--- src/hw/rtl/nsr_pkg.sv ---
// Shared types and constants of the Newton square root block.
`timescale 1ns / 1ps

package nsr_pkg;

   // Fixed field widths of the item channels and the register port.
   localparam int VALUE_W     = 32;
   localparam int ITER_W      = 7;
   localparam int TOL_W       = 16;
   localparam int REQ_TDATA_W = 32;
   localparam int RSP_TDATA_W = 40;
   localparam int RSP_PAD_W   = RSP_TDATA_W - VALUE_W - ITER_W;
   localparam int CSR_INDEX_W = 1;
   localparam int CSR_DATA_W  = 16;

   // Default values for the top-level parameters.
   localparam int DEFAULT_MAX_ITER      = 32;
   localparam int DEFAULT_FRACTION_BITS = 16;

   // Register indexes.
   localparam logic [CSR_INDEX_W-1:0] CSR_TOLERANCE   = 1'b0;
   localparam logic [CSR_INDEX_W-1:0] CSR_CHECK_FIRST = 1'b1;

   // Register values after reset.
   localparam logic [TOL_W-1:0] TOLERANCE_RESET   = 16'd1;
   localparam logic             CHECK_FIRST_RESET = 1'b1;

   typedef enum logic [2:0] {
      ST_IDLE,
      ST_START,
      ST_DIV,
      ST_UPDATE,
      ST_SQUARE,
      ST_RESID,
      ST_CHECK,
      ST_FINISH
   } state_type;

   // Commands from the controller to the datapath.
   typedef struct packed {
      logic load;
      logic div_start;
      logic div_step;
      logic update;
      logic square;
      logic resid;
      logic set_nc;
      logic out_load;
   } dp_cmd_type;

   // Status from the datapath to the controller.
   typedef struct packed {
      logic value_zero;
      logic check_first;
      logic converged;
      logic at_cap;
      logic div_last;
   } dp_status_type;

endpackage

--- src/hw/rtl/newton_square_root.sv ---
// Top level of the Newton square root block: controller plus datapath.
`timescale 1ns / 1ps
// A zero value goes straight from the start state to the result; otherwise
// updates, counted in the rsp iterations field, each run the divider and then the
// update, square, residual and test states; check_first set puts a test first.
// Each update is dominated by the bit-serial divider, one quotient bit a cycle.
// One item at a time; the next is taken the cycle after the result is loaded.
// Reset (synchronous) idles the controller, drops rsp_tvalid, tolerance=1, check_first=1.

module newton_square_root #(
   parameter int MAX_ITER      = nsr_pkg::DEFAULT_MAX_ITER,
   parameter int FRACTION_BITS = nsr_pkg::DEFAULT_FRACTION_BITS
) (
   input  logic                            clock,
   input  logic                            reset,
   // Input item channel.
   input  logic                            req_tvalid,
   output logic                            req_tready,
   input  logic [nsr_pkg::REQ_TDATA_W-1:0] req_tdata,   // value[31:0]
   // Result item channel.
   output logic                            rsp_tvalid,
   input  logic                            rsp_tready,
   output logic [nsr_pkg::RSP_TDATA_W-1:0] rsp_tdata,   // root[31:0], iterations[38:32], zero pad
   output logic                            rsp_tuser,   // not_converged
   // Register write port.
   input  logic                            csr_we,
   input  logic [nsr_pkg::CSR_INDEX_W-1:0] csr_index,
   input  logic [nsr_pkg::CSR_DATA_W-1:0]  csr_wdata
);
   import nsr_pkg::*;

   dp_cmd_type         cmd;
   dp_status_type      status;
   logic [VALUE_W-1:0] root;
   logic [ITER_W-1:0]  iterations;

   // The controller sequences start, divide, update, square, residual and
   // test, and holds the result valid flag so a new item can be taken while
   // the previous result still waits at the output register.
   nsr_ctrl u_ctrl (
      .clock      (clock),
      .reset      (reset),
      .req_tvalid (req_tvalid),
      .req_tready (req_tready),
      .rsp_tvalid (rsp_tvalid),
      .rsp_tready (rsp_tready),
      .status     (status),
      .cmd        (cmd)
   );

   // The datapath holds the registers, the shared divider and the squarer.
   nsr_datapath #(
      .MAX_ITER      (MAX_ITER),
      .FRACTION_BITS (FRACTION_BITS)
   ) u_datapath (
      .clock             (clock),
      .reset             (reset),
      .req_value         (req_tdata[VALUE_W-1:0]),
      .csr_we            (csr_we),
      .csr_index         (csr_index),
      .csr_wdata         (csr_wdata),
      .cmd               (cmd),
      .status            (status),
      .rsp_root          (root),
      .rsp_iterations    (iterations),
      .rsp_not_converged (rsp_tuser)
   );

   assign rsp_tdata = {{RSP_PAD_W{1'b0}}, iterations, root};

endmodule

--- src/hw/rtl/nsr_datapath.sv ---
// Datapath of the Newton square root block: registers, divider, squarer, residual.
`timescale 1ns / 1ps

module nsr_datapath #(
   parameter int MAX_ITER      = 32,
   parameter int FRACTION_BITS = 16
) (
   input  logic                                clock,
   input  logic                                reset,
   input  logic [nsr_pkg::VALUE_W-1:0]         req_value,
   input  logic                                csr_we,
   input  logic [nsr_pkg::CSR_INDEX_W-1:0]     csr_index,
   input  logic [nsr_pkg::CSR_DATA_W-1:0]      csr_wdata,
   input  nsr_pkg::dp_cmd_type                 cmd,
   output nsr_pkg::dp_status_type              status,
   output logic [nsr_pkg::VALUE_W-1:0]         rsp_root,
   output logic [nsr_pkg::ITER_W-1:0]          rsp_iterations,
   output logic                                rsp_not_converged
);
   import nsr_pkg::*;

   localparam int NUM_W = VALUE_W + FRACTION_BITS;
   localparam int CNT_W = $clog2(NUM_W);
   localparam int WIDE_W = 2 * VALUE_W;
   localparam logic [CNT_W-1:0]  CNT_LAST = CNT_W'(NUM_W - 1);
   localparam logic [ITER_W-1:0] ITER_CAP = ITER_W'(MAX_ITER);

   logic [TOL_W-1:0]   tol_ff;
   logic               check_first_ff;
   logic [VALUE_W-1:0] value_ff;
   logic [VALUE_W-1:0] guess_ff;
   logic [ITER_W-1:0]  iter_ff;
   logic               nc_ff;
   logic [WIDE_W-1:0]  square_ff;
   logic [WIDE_W-1:0]  resid_ff;
   logic [VALUE_W-1:0] rem_ff;
   logic [NUM_W-1:0]   num_ff;
   logic [VALUE_W-1:0] divisor_ff;
   logic [CNT_W-1:0]   cnt_ff;
   logic [VALUE_W-1:0] root_ff;
   logic [ITER_W-1:0]  iter_out_ff;
   logic               nc_out_ff;

   logic [WIDE_W-1:0]  sq_scaled;
   logic [WIDE_W-1:0]  value_wide;
   logic [WIDE_W-1:0]  resid_in;
   logic [VALUE_W:0]   trial;
   logic               fits;
   logic [VALUE_W-1:0] rem_in;
   logic [VALUE_W-1:0] quot_sat;
   logic [VALUE_W:0]   upd_sum;

   // Residual |value - guess^2 / 2^F|, taken from the registered square.
   assign sq_scaled  = square_ff >> FRACTION_BITS;
   assign value_wide = {{VALUE_W{1'b0}}, value_ff};
   assign resid_in   = (value_wide >= sq_scaled) ? (value_wide - sq_scaled)
                                                 : (sq_scaled - value_wide);

   // One restoring division step; quotient bits shift in behind the dividend.
   // The partial remainder always stays below the divisor, so 32 bits hold it.
   assign trial  = {rem_ff, num_ff[NUM_W-1]};
   assign fits   = (trial >= {1'b0, divisor_ff});
   assign rem_in = fits ? VALUE_W'(trial - {1'b0, divisor_ff}) : trial[VALUE_W-1:0];

   // Quotients beyond 32 bits saturate to all ones.
   assign quot_sat = (|num_ff[NUM_W-1:VALUE_W]) ? {VALUE_W{1'b1}} : num_ff[VALUE_W-1:0];
   assign upd_sum  = {1'b0, guess_ff} + {1'b0, quot_sat};

   always_ff @(posedge clock) begin
      if (reset) begin
         tol_ff         <= TOLERANCE_RESET;
         check_first_ff <= CHECK_FIRST_RESET;
      end else if (csr_we) begin
         unique case (csr_index)
            CSR_TOLERANCE:   tol_ff         <= csr_wdata[TOL_W-1:0];
            CSR_CHECK_FIRST: check_first_ff <= csr_wdata[0];
         endcase
      end
   end

   always_ff @(posedge clock) begin
      if (reset) begin
         iter_ff <= '0;
      end else if (cmd.load) begin
         iter_ff <= '0;
      end else if (cmd.update) begin
         iter_ff <= iter_ff + ITER_W'(1);
      end
   end

   always_ff @(posedge clock) begin
      if (cmd.load) begin
         value_ff <= req_value;
         guess_ff <= req_value >> 1;
         nc_ff    <= 1'b0;
      end else begin
         if (cmd.update) begin
            guess_ff <= VALUE_W'(upd_sum >> 1);
         end
         if (cmd.set_nc) begin
            nc_ff <= 1'b1;
         end
      end
      if (cmd.square) begin
         square_ff <= guess_ff * guess_ff;
      end
      if (cmd.resid) begin
         resid_ff <= resid_in;
      end
      // A zero guess divides as one ulp.
      if (cmd.div_start) begin
         divisor_ff <= (guess_ff == '0) ? VALUE_W'(1) : guess_ff;
         num_ff     <= {value_ff, {FRACTION_BITS{1'b0}}};
         rem_ff     <= '0;
         cnt_ff     <= CNT_LAST;
      end else if (cmd.div_step) begin
         rem_ff <= rem_in;
         num_ff <= {num_ff[NUM_W-2:0], fits};
         cnt_ff <= cnt_ff - CNT_W'(1);
      end
      if (cmd.out_load) begin
         root_ff     <= guess_ff;
         iter_out_ff <= iter_ff;
         nc_out_ff   <= nc_ff;
      end
   end

   always_comb begin
      status.value_zero  = (value_ff == '0);
      status.check_first = check_first_ff;
      status.converged   = (resid_ff < {{(WIDE_W - TOL_W){1'b0}}, tol_ff});
      status.at_cap      = (iter_ff >= ITER_CAP);
      status.div_last    = (cnt_ff == '0);
   end

   assign rsp_root          = root_ff;
   assign rsp_iterations    = iter_out_ff;
   assign rsp_not_converged = nc_out_ff;

   a_iter_bounded: assert property (@(posedge clock) disable iff (reset)
      iter_ff <= ITER_CAP)
      else $error("update count ran past the cap");

   a_nc_at_cap: assert property (@(posedge clock) disable iff (reset)
      (cmd.out_load && nc_ff) |-> (iter_ff == ITER_CAP))
      else $error("not-converged result without reaching the cap");

   a_divisor_nonzero: assert property (@(posedge clock) disable iff (reset)
      cmd.div_start |=> (divisor_ff != '0))
      else $error("divider started with a zero divisor");

endmodule

--- src/hw/rtl/nsr_ctrl.sv ---
// Controller state machine of the Newton square root block.
`timescale 1ns / 1ps

module nsr_ctrl (
   input  logic                   clock,
   input  logic                   reset,
   input  logic                   req_tvalid,
   output logic                   req_tready,
   output logic                   rsp_tvalid,
   input  logic                   rsp_tready,
   input  nsr_pkg::dp_status_type status,
   output nsr_pkg::dp_cmd_type    cmd
);
   import nsr_pkg::*;

   state_type state_ff, state_in;
   logic      rsp_valid_ff, rsp_valid_in;

   always_ff @(posedge clock) begin
      if (reset) begin
         state_ff     <= ST_IDLE;
         rsp_valid_ff <= 1'b0;
      end else begin
         state_ff     <= state_in;
         rsp_valid_ff <= rsp_valid_in;
      end
   end

   always_comb begin
      state_in   = state_ff;
      cmd        = '0;
      req_tready = 1'b0;
      unique case (state_ff)
         ST_IDLE: begin
            req_tready = 1'b1;
            if (req_tvalid) begin
               cmd.load = 1'b1;
               state_in = ST_START;
            end
         end
         ST_START: begin
            priority if (status.value_zero) begin
               state_in = ST_FINISH;
            end else if (!status.check_first) begin
               cmd.div_start = 1'b1;
               state_in      = ST_DIV;
            end else begin
               state_in = ST_SQUARE;
            end
         end
         ST_DIV: begin
            cmd.div_step = 1'b1;
            if (status.div_last) begin
               state_in = ST_UPDATE;
            end
         end
         ST_UPDATE: begin
            cmd.update = 1'b1;
            state_in   = ST_SQUARE;
         end
         ST_SQUARE: begin
            cmd.square = 1'b1;
            state_in   = ST_RESID;
         end
         ST_RESID: begin
            cmd.resid = 1'b1;
            state_in  = ST_CHECK;
         end
         ST_CHECK: begin
            priority if (status.converged) begin
               state_in = ST_FINISH;
            end else if (status.at_cap) begin
               cmd.set_nc = 1'b1;
               state_in   = ST_FINISH;
            end else begin
               cmd.div_start = 1'b1;
               state_in      = ST_DIV;
            end
         end
         ST_FINISH: begin
            if (!rsp_valid_ff || rsp_tready) begin
               cmd.out_load = 1'b1;
               state_in     = ST_IDLE;
            end
         end
         default: state_in = ST_IDLE;
      endcase
   end

   always_comb begin
      priority if (cmd.out_load) begin
         rsp_valid_in = 1'b1;
      end else if (rsp_tready) begin
         rsp_valid_in = 1'b0;
      end else begin
         rsp_valid_in = rsp_valid_ff;
      end
   end

   assign rsp_tvalid = rsp_valid_ff;

   a_no_overwrite: assert property (@(posedge clock) disable iff (reset)
      cmd.out_load |-> (!rsp_valid_ff || rsp_tready))
      else $error("result register overwritten before it was taken");

   a_accept_starts: assert property (@(posedge clock) disable iff (reset)
      (req_tvalid && req_tready) |=> (state_ff == ST_START))
      else $error("accepted item did not start a computation");

endmodule

--- config.mk ---
export PLATFORM = sky130hd
export DESIGN_NAME = newton_square_root
export DESIGN_NICKNAME = d
export VERILOG_FILES = /design/src/hw/rtl/nsr_pkg.sv /design/src/hw/rtl/newton_square_root.sv /design/src/hw/rtl/nsr_datapath.sv /design/src/hw/rtl/nsr_ctrl.sv
export SDC_FILE = /design/constraint.sdc
export NUM_CORES = 2
export LEC_CHECK = 0
export ABC_AREA = 1
export ABC_CLOCK_PERIOD_IN_PS = 7800
export BUFFER_PORTS_ARGS = -buffer_cell sky130_fd_sc_hd__buf_2
export CAP_MARGIN = 20
export CORE_AREA = 2 2 330 332
export DETAILED_ROUTE_END_ITERATION = 16
export DIE_AREA = 0 0 332 334
export GPL_TIMING_DRIVEN = 0
export PLACE_DENSITY_LB_ADDON = 0.08
export SLEW_MARGIN = 10
export SYNTH_ARGS = -nofsm -noshare
export SYNTH_HDL_FRONTEND = slang
export SYNTH_HIERARCHICAL = 1
export SYNTH_SLANG_ARGS = --single-unit
--- constraint.sdc ---
create_clock -name clock -period 7.8 [get_ports clock]
set_input_delay 0.39 -clock clock [delete_from_list [all_inputs] [get_ports clock]]
set_output_delay 0.39 -clock clock [all_outputs]
set_load 0.05 [all_outputs]
==> impl_results.md <==
- Count of unique library cells instantiated by Yosys: 54
- Largest fanout on the critical path: 11
- Number of max-cap violations: 0
- Data arrival at the endpoint of the critical path: 7.92 ns
- Detailed placement HPWL: 158.0 mm
- Worst setup path endpoint: u_datapath/square_ff[50]$_DFFE_PP_
- Result of the run: complete, no violations
- Maximum clock path buffer count: 3
- Length in cells of the worst reg-to-reg path: 26
- Remaining DRCs: 0
- Min-Delay Path Class: in -> reg
- Grt ovf: 0
- Slew at the pin closest to its max-slew limit: 0.9037 ns
- Routability-driven placement congestion ratio: 0.9877
- Placed cell areas: 55980 µm²
- Endpoint of the worst register-to-register path: u_datapath/square_ff[50]$_DFFE_PP_
- Final routed wirelength across all metal layers: 190.3 mm
- Setup-failing EPs final: 0
- Layout cells sized above 1: 7.383%
- Ys async rst share: 0%
- TritonCTS clock tree: yes
- Die span in y: 334 µm
- Post-DR wirelength/cell: 22.83 µm
- Synth Area per Inst: 7.957 µm²
- Root Buffer Master: clkbuf_16
- Number of nets at the end of the flow: 8182
- Startpoint of the worst setup timing path: u_datapath/guess_ff[13]$_DFFE_PP_
- Count of endpoints failing hold in the final timing report: 0
- Reg-to-Reg Start: u_datapath/guess_ff[13]$_DFFE_PP_
- Dominant cells by area after synthesis: fa_1 (30%), edfxtp_1 (15%), inv_1 (12%)
- Final ANT Viol Nets: 0
- Vias per inst: 5.294
- Sequential standard cell area: 9609 µm²
- Stage delay of the slowest cell on the critical path: 0.60 ns
- Predominant post-synthesis flop cell: edfxtp_1
- Fraction of synthesized cell area taken by the top area cell type: 29.96%
- Worst EP required: 8.13 ns
- Die Footprint: 110900 µm²
- Min-delay src: req_tdata[19]
- Most common cell after layout, fill and taps aside: inv_1
- Max Freq: 131.7 MHz
- Crit. path cell count: 26
- Number of buffers created by CTS: 37
- Global router's overall resource usage: 34.81%
- Layout area overhead: 9.663%
- Port Buffer Count: 95
- Synthesis Warnings: 6
- Area fraction in compound gates after synthesis: 7.694%
- Overall die width: 332 µm
- Via count of the first global-routing pass: 46.04k
- Starting Density: 49.47%
- Maximum level of the CTS H-tree: 2
- First-pass GRT wire length: 284.7 mm
- Count of pins over their slew limit: 0
- Initial antenna violation count: 4
- Initial DRC Count: 3326
- Core footprint: 107800 µm²
- Number of placed I/O pins: 97
- Top cell family by delay on the critical path: adder cells
- Number of placement rows: 121
- Xor/xnor cell area share of the yosys netlist: 2.842%
- Internal reg-to-reg setup slack: 0.21 ns
- Router iterations before antenna repair: 6
- Netlist Area Pre-Place: 53320 µm²
- Most frequent cells in the layout: inv_1 (1736), nand2_1 (1435), fa_1 (793)
- Most area-hungry cell type in the Yosys netlist: fa_1
- Sequential-to-total area share from yosys stat: 18.02%
- Arithmetic-cell share of the synthesized area counting full adders, half adders and majority gates: 40.24%
- Fin crit share: 97.36%
- Synth Register Bits: 348
- Post-synth EDFFs: 264
- Crit path top cell by count: fa_1
- Number of buffer and inverter instances along the worst setup path: 8
- Number of nets in the synthesized netlist: 7991
- Maximum clock skew at final layout: 0.02524 ns
- Portion of netlist area occupied by mux cells: 0.01877%
- Clock sink total: 348
- Cell with the biggest individual delay on the critical path: fa_1
- Synthesized netlist cell count: 6701
- Setup CP Type: reg -> reg
- Combinational family with the most area after synthesis: adder cells
- Multi-input gate area: 36430 µm²
- Crit path launch type: flip-flop
- Area share of and/or/nand/nor cells after synthesis: 16.89%
- Clock-pin slew of the registers on the worst-case setup and hold paths: 0.07 ns
- Insertion delay to the later sink of the worst-skew pair: 0.58 ns
- Min Tclk post-route: 7.594 ns
- Max_slew headroom: 39.54%
- Final instance area: 58470 µm²
- Kind of end point of the critical path: flip-flop
- Fillers: 10.57k
- Number of vias after detailed routing: 44.13k
- Maximum number of pins on one net before global-route repair: 41
cell type report:
class                      instances  share of cell area, %
buffer                           227                  2.563
clock inverter                    25                 0.5028
multi-input combinational       4357                  62.31
timing repair buffer             164                  2.172
clock buffer                      43                  1.712
tap                             1414                  3.026
sequential                       348                  16.43
inverter                        1757                  11.28
antenna                            1               0.004279
cells by family after synthesis:
| group | after synthesis |
|---|---|
| and+or+nand+nor | 2220 |
| buffers and inverters | 1996 |
| adders and majority gates | 1236 |
| AOI/OAI and AO/OA | 726 |
| DFF | 348 |
| xor gates and xnor gates | 173 |
| other | 1 |
| muxes | 1 |
state kept, by name, indices dropped and copies added (netlist names), 3 cells and up:
register,cells
u_datapath/square_ff,48
u_datapath/tol_ff,16
u_datapath/divisor_ff,32
u_datapath/rsp_root,32
u_datapath/guess_ff,32
u_datapath/resid_ff,49
u_datapath/cnt_ff,6
u_datapath/num_ff,48
u_datapath/iter_ff,7
u_ctrl/state_ff,3
u_datapath/rem_ff,32
u_datapath/value_ff,32
u_datapath/rsp_iterations,7
worst min path at each step:
stage / end / slack [ns] / depth (start not counted)
after detailed placement: u_datapath/rsp_iterations[5]$_DFFE_PP_ / 0.42 / 0
after floorplan: u_datapath/rsp_iterations[5]$_DFFE_PP_ / 0.41 / 0
after CTS: u_datapath/value_ff[19]$_DFFE_PP_ / 0.003 / 1
final: u_datapath/value_ff[19]$_DFFE_PP_ / 0.05 / 1
after global routing: u_datapath/value_ff[19]$_DFFE_PP_ / 0.02 / 1
after global placement: u_datapath/rsp_iterations[5]$_DFFE_PP_ / 0.41 / 0
per-stage QoR:
stage / util [%] / hold WS, ns / setup slack, ns / cells / TNS, ns
floorplan: - / 0.4082 / 0.6749 / 6701 / 0
global placement: 51.55 / 0.4145 / -2.579 / 8210 / -89.68
detailed placement: 51.93 / 0.4207 / -1.826 / 8234 / -59.83
CTS: 53.90 / 0.003496 / 0.002504 / 8334 / 0
global route: 54.24 / 0.01731 / -0.004874 / 8335 / -0.004874
finish: 54.25 / 0.04552 / 0.2056 / 8336 / 0
synth_stat cells (all sizes together), types with 30 or more instances:
| master | n |
|---|---|
| a21oi | 288 |
| buf | 50 |
| ha | 438 |
| o21ai | 233 |
| nand4 | 47 |
| nand2 | 1443 |
| xnor2 | 43 |
| o22ai | 33 |
| dfxtp | 84 |
| clkbuf | 189 |
| xor2 | 130 |
| fa | 798 |
| nand3 | 184 |
| inv | 1754 |
| nor4 | 30 |
| o21bai | 36 |
| a21o | 34 |
| nor3 | 45 |
| edfxtp | 264 |
| nor2 | 438 |
routing by layer:
layer | track usage [%] | wire length, µm
met5 | 0 | 0
met4 | 15.31 | 10010
met3 | 5.630 | 15430
met2 | 56.81 | 86350
met1 | 45.87 | 78510
what timing repair did:
action / 4_1_cts / 5_1_grt
setup buffers: 31 / 8
hold buffers: 6 / 0
gates resized for setup: 225 / 149
hold endpoints to repair: 6 / 0
pin swaps: 1 / 8
endpoints found under the setup margin: 47 / 39
Power is left out: the tool's default activity adds up to more than one toggle a clock period on the data nets, which glitch-free logic cannot reach.
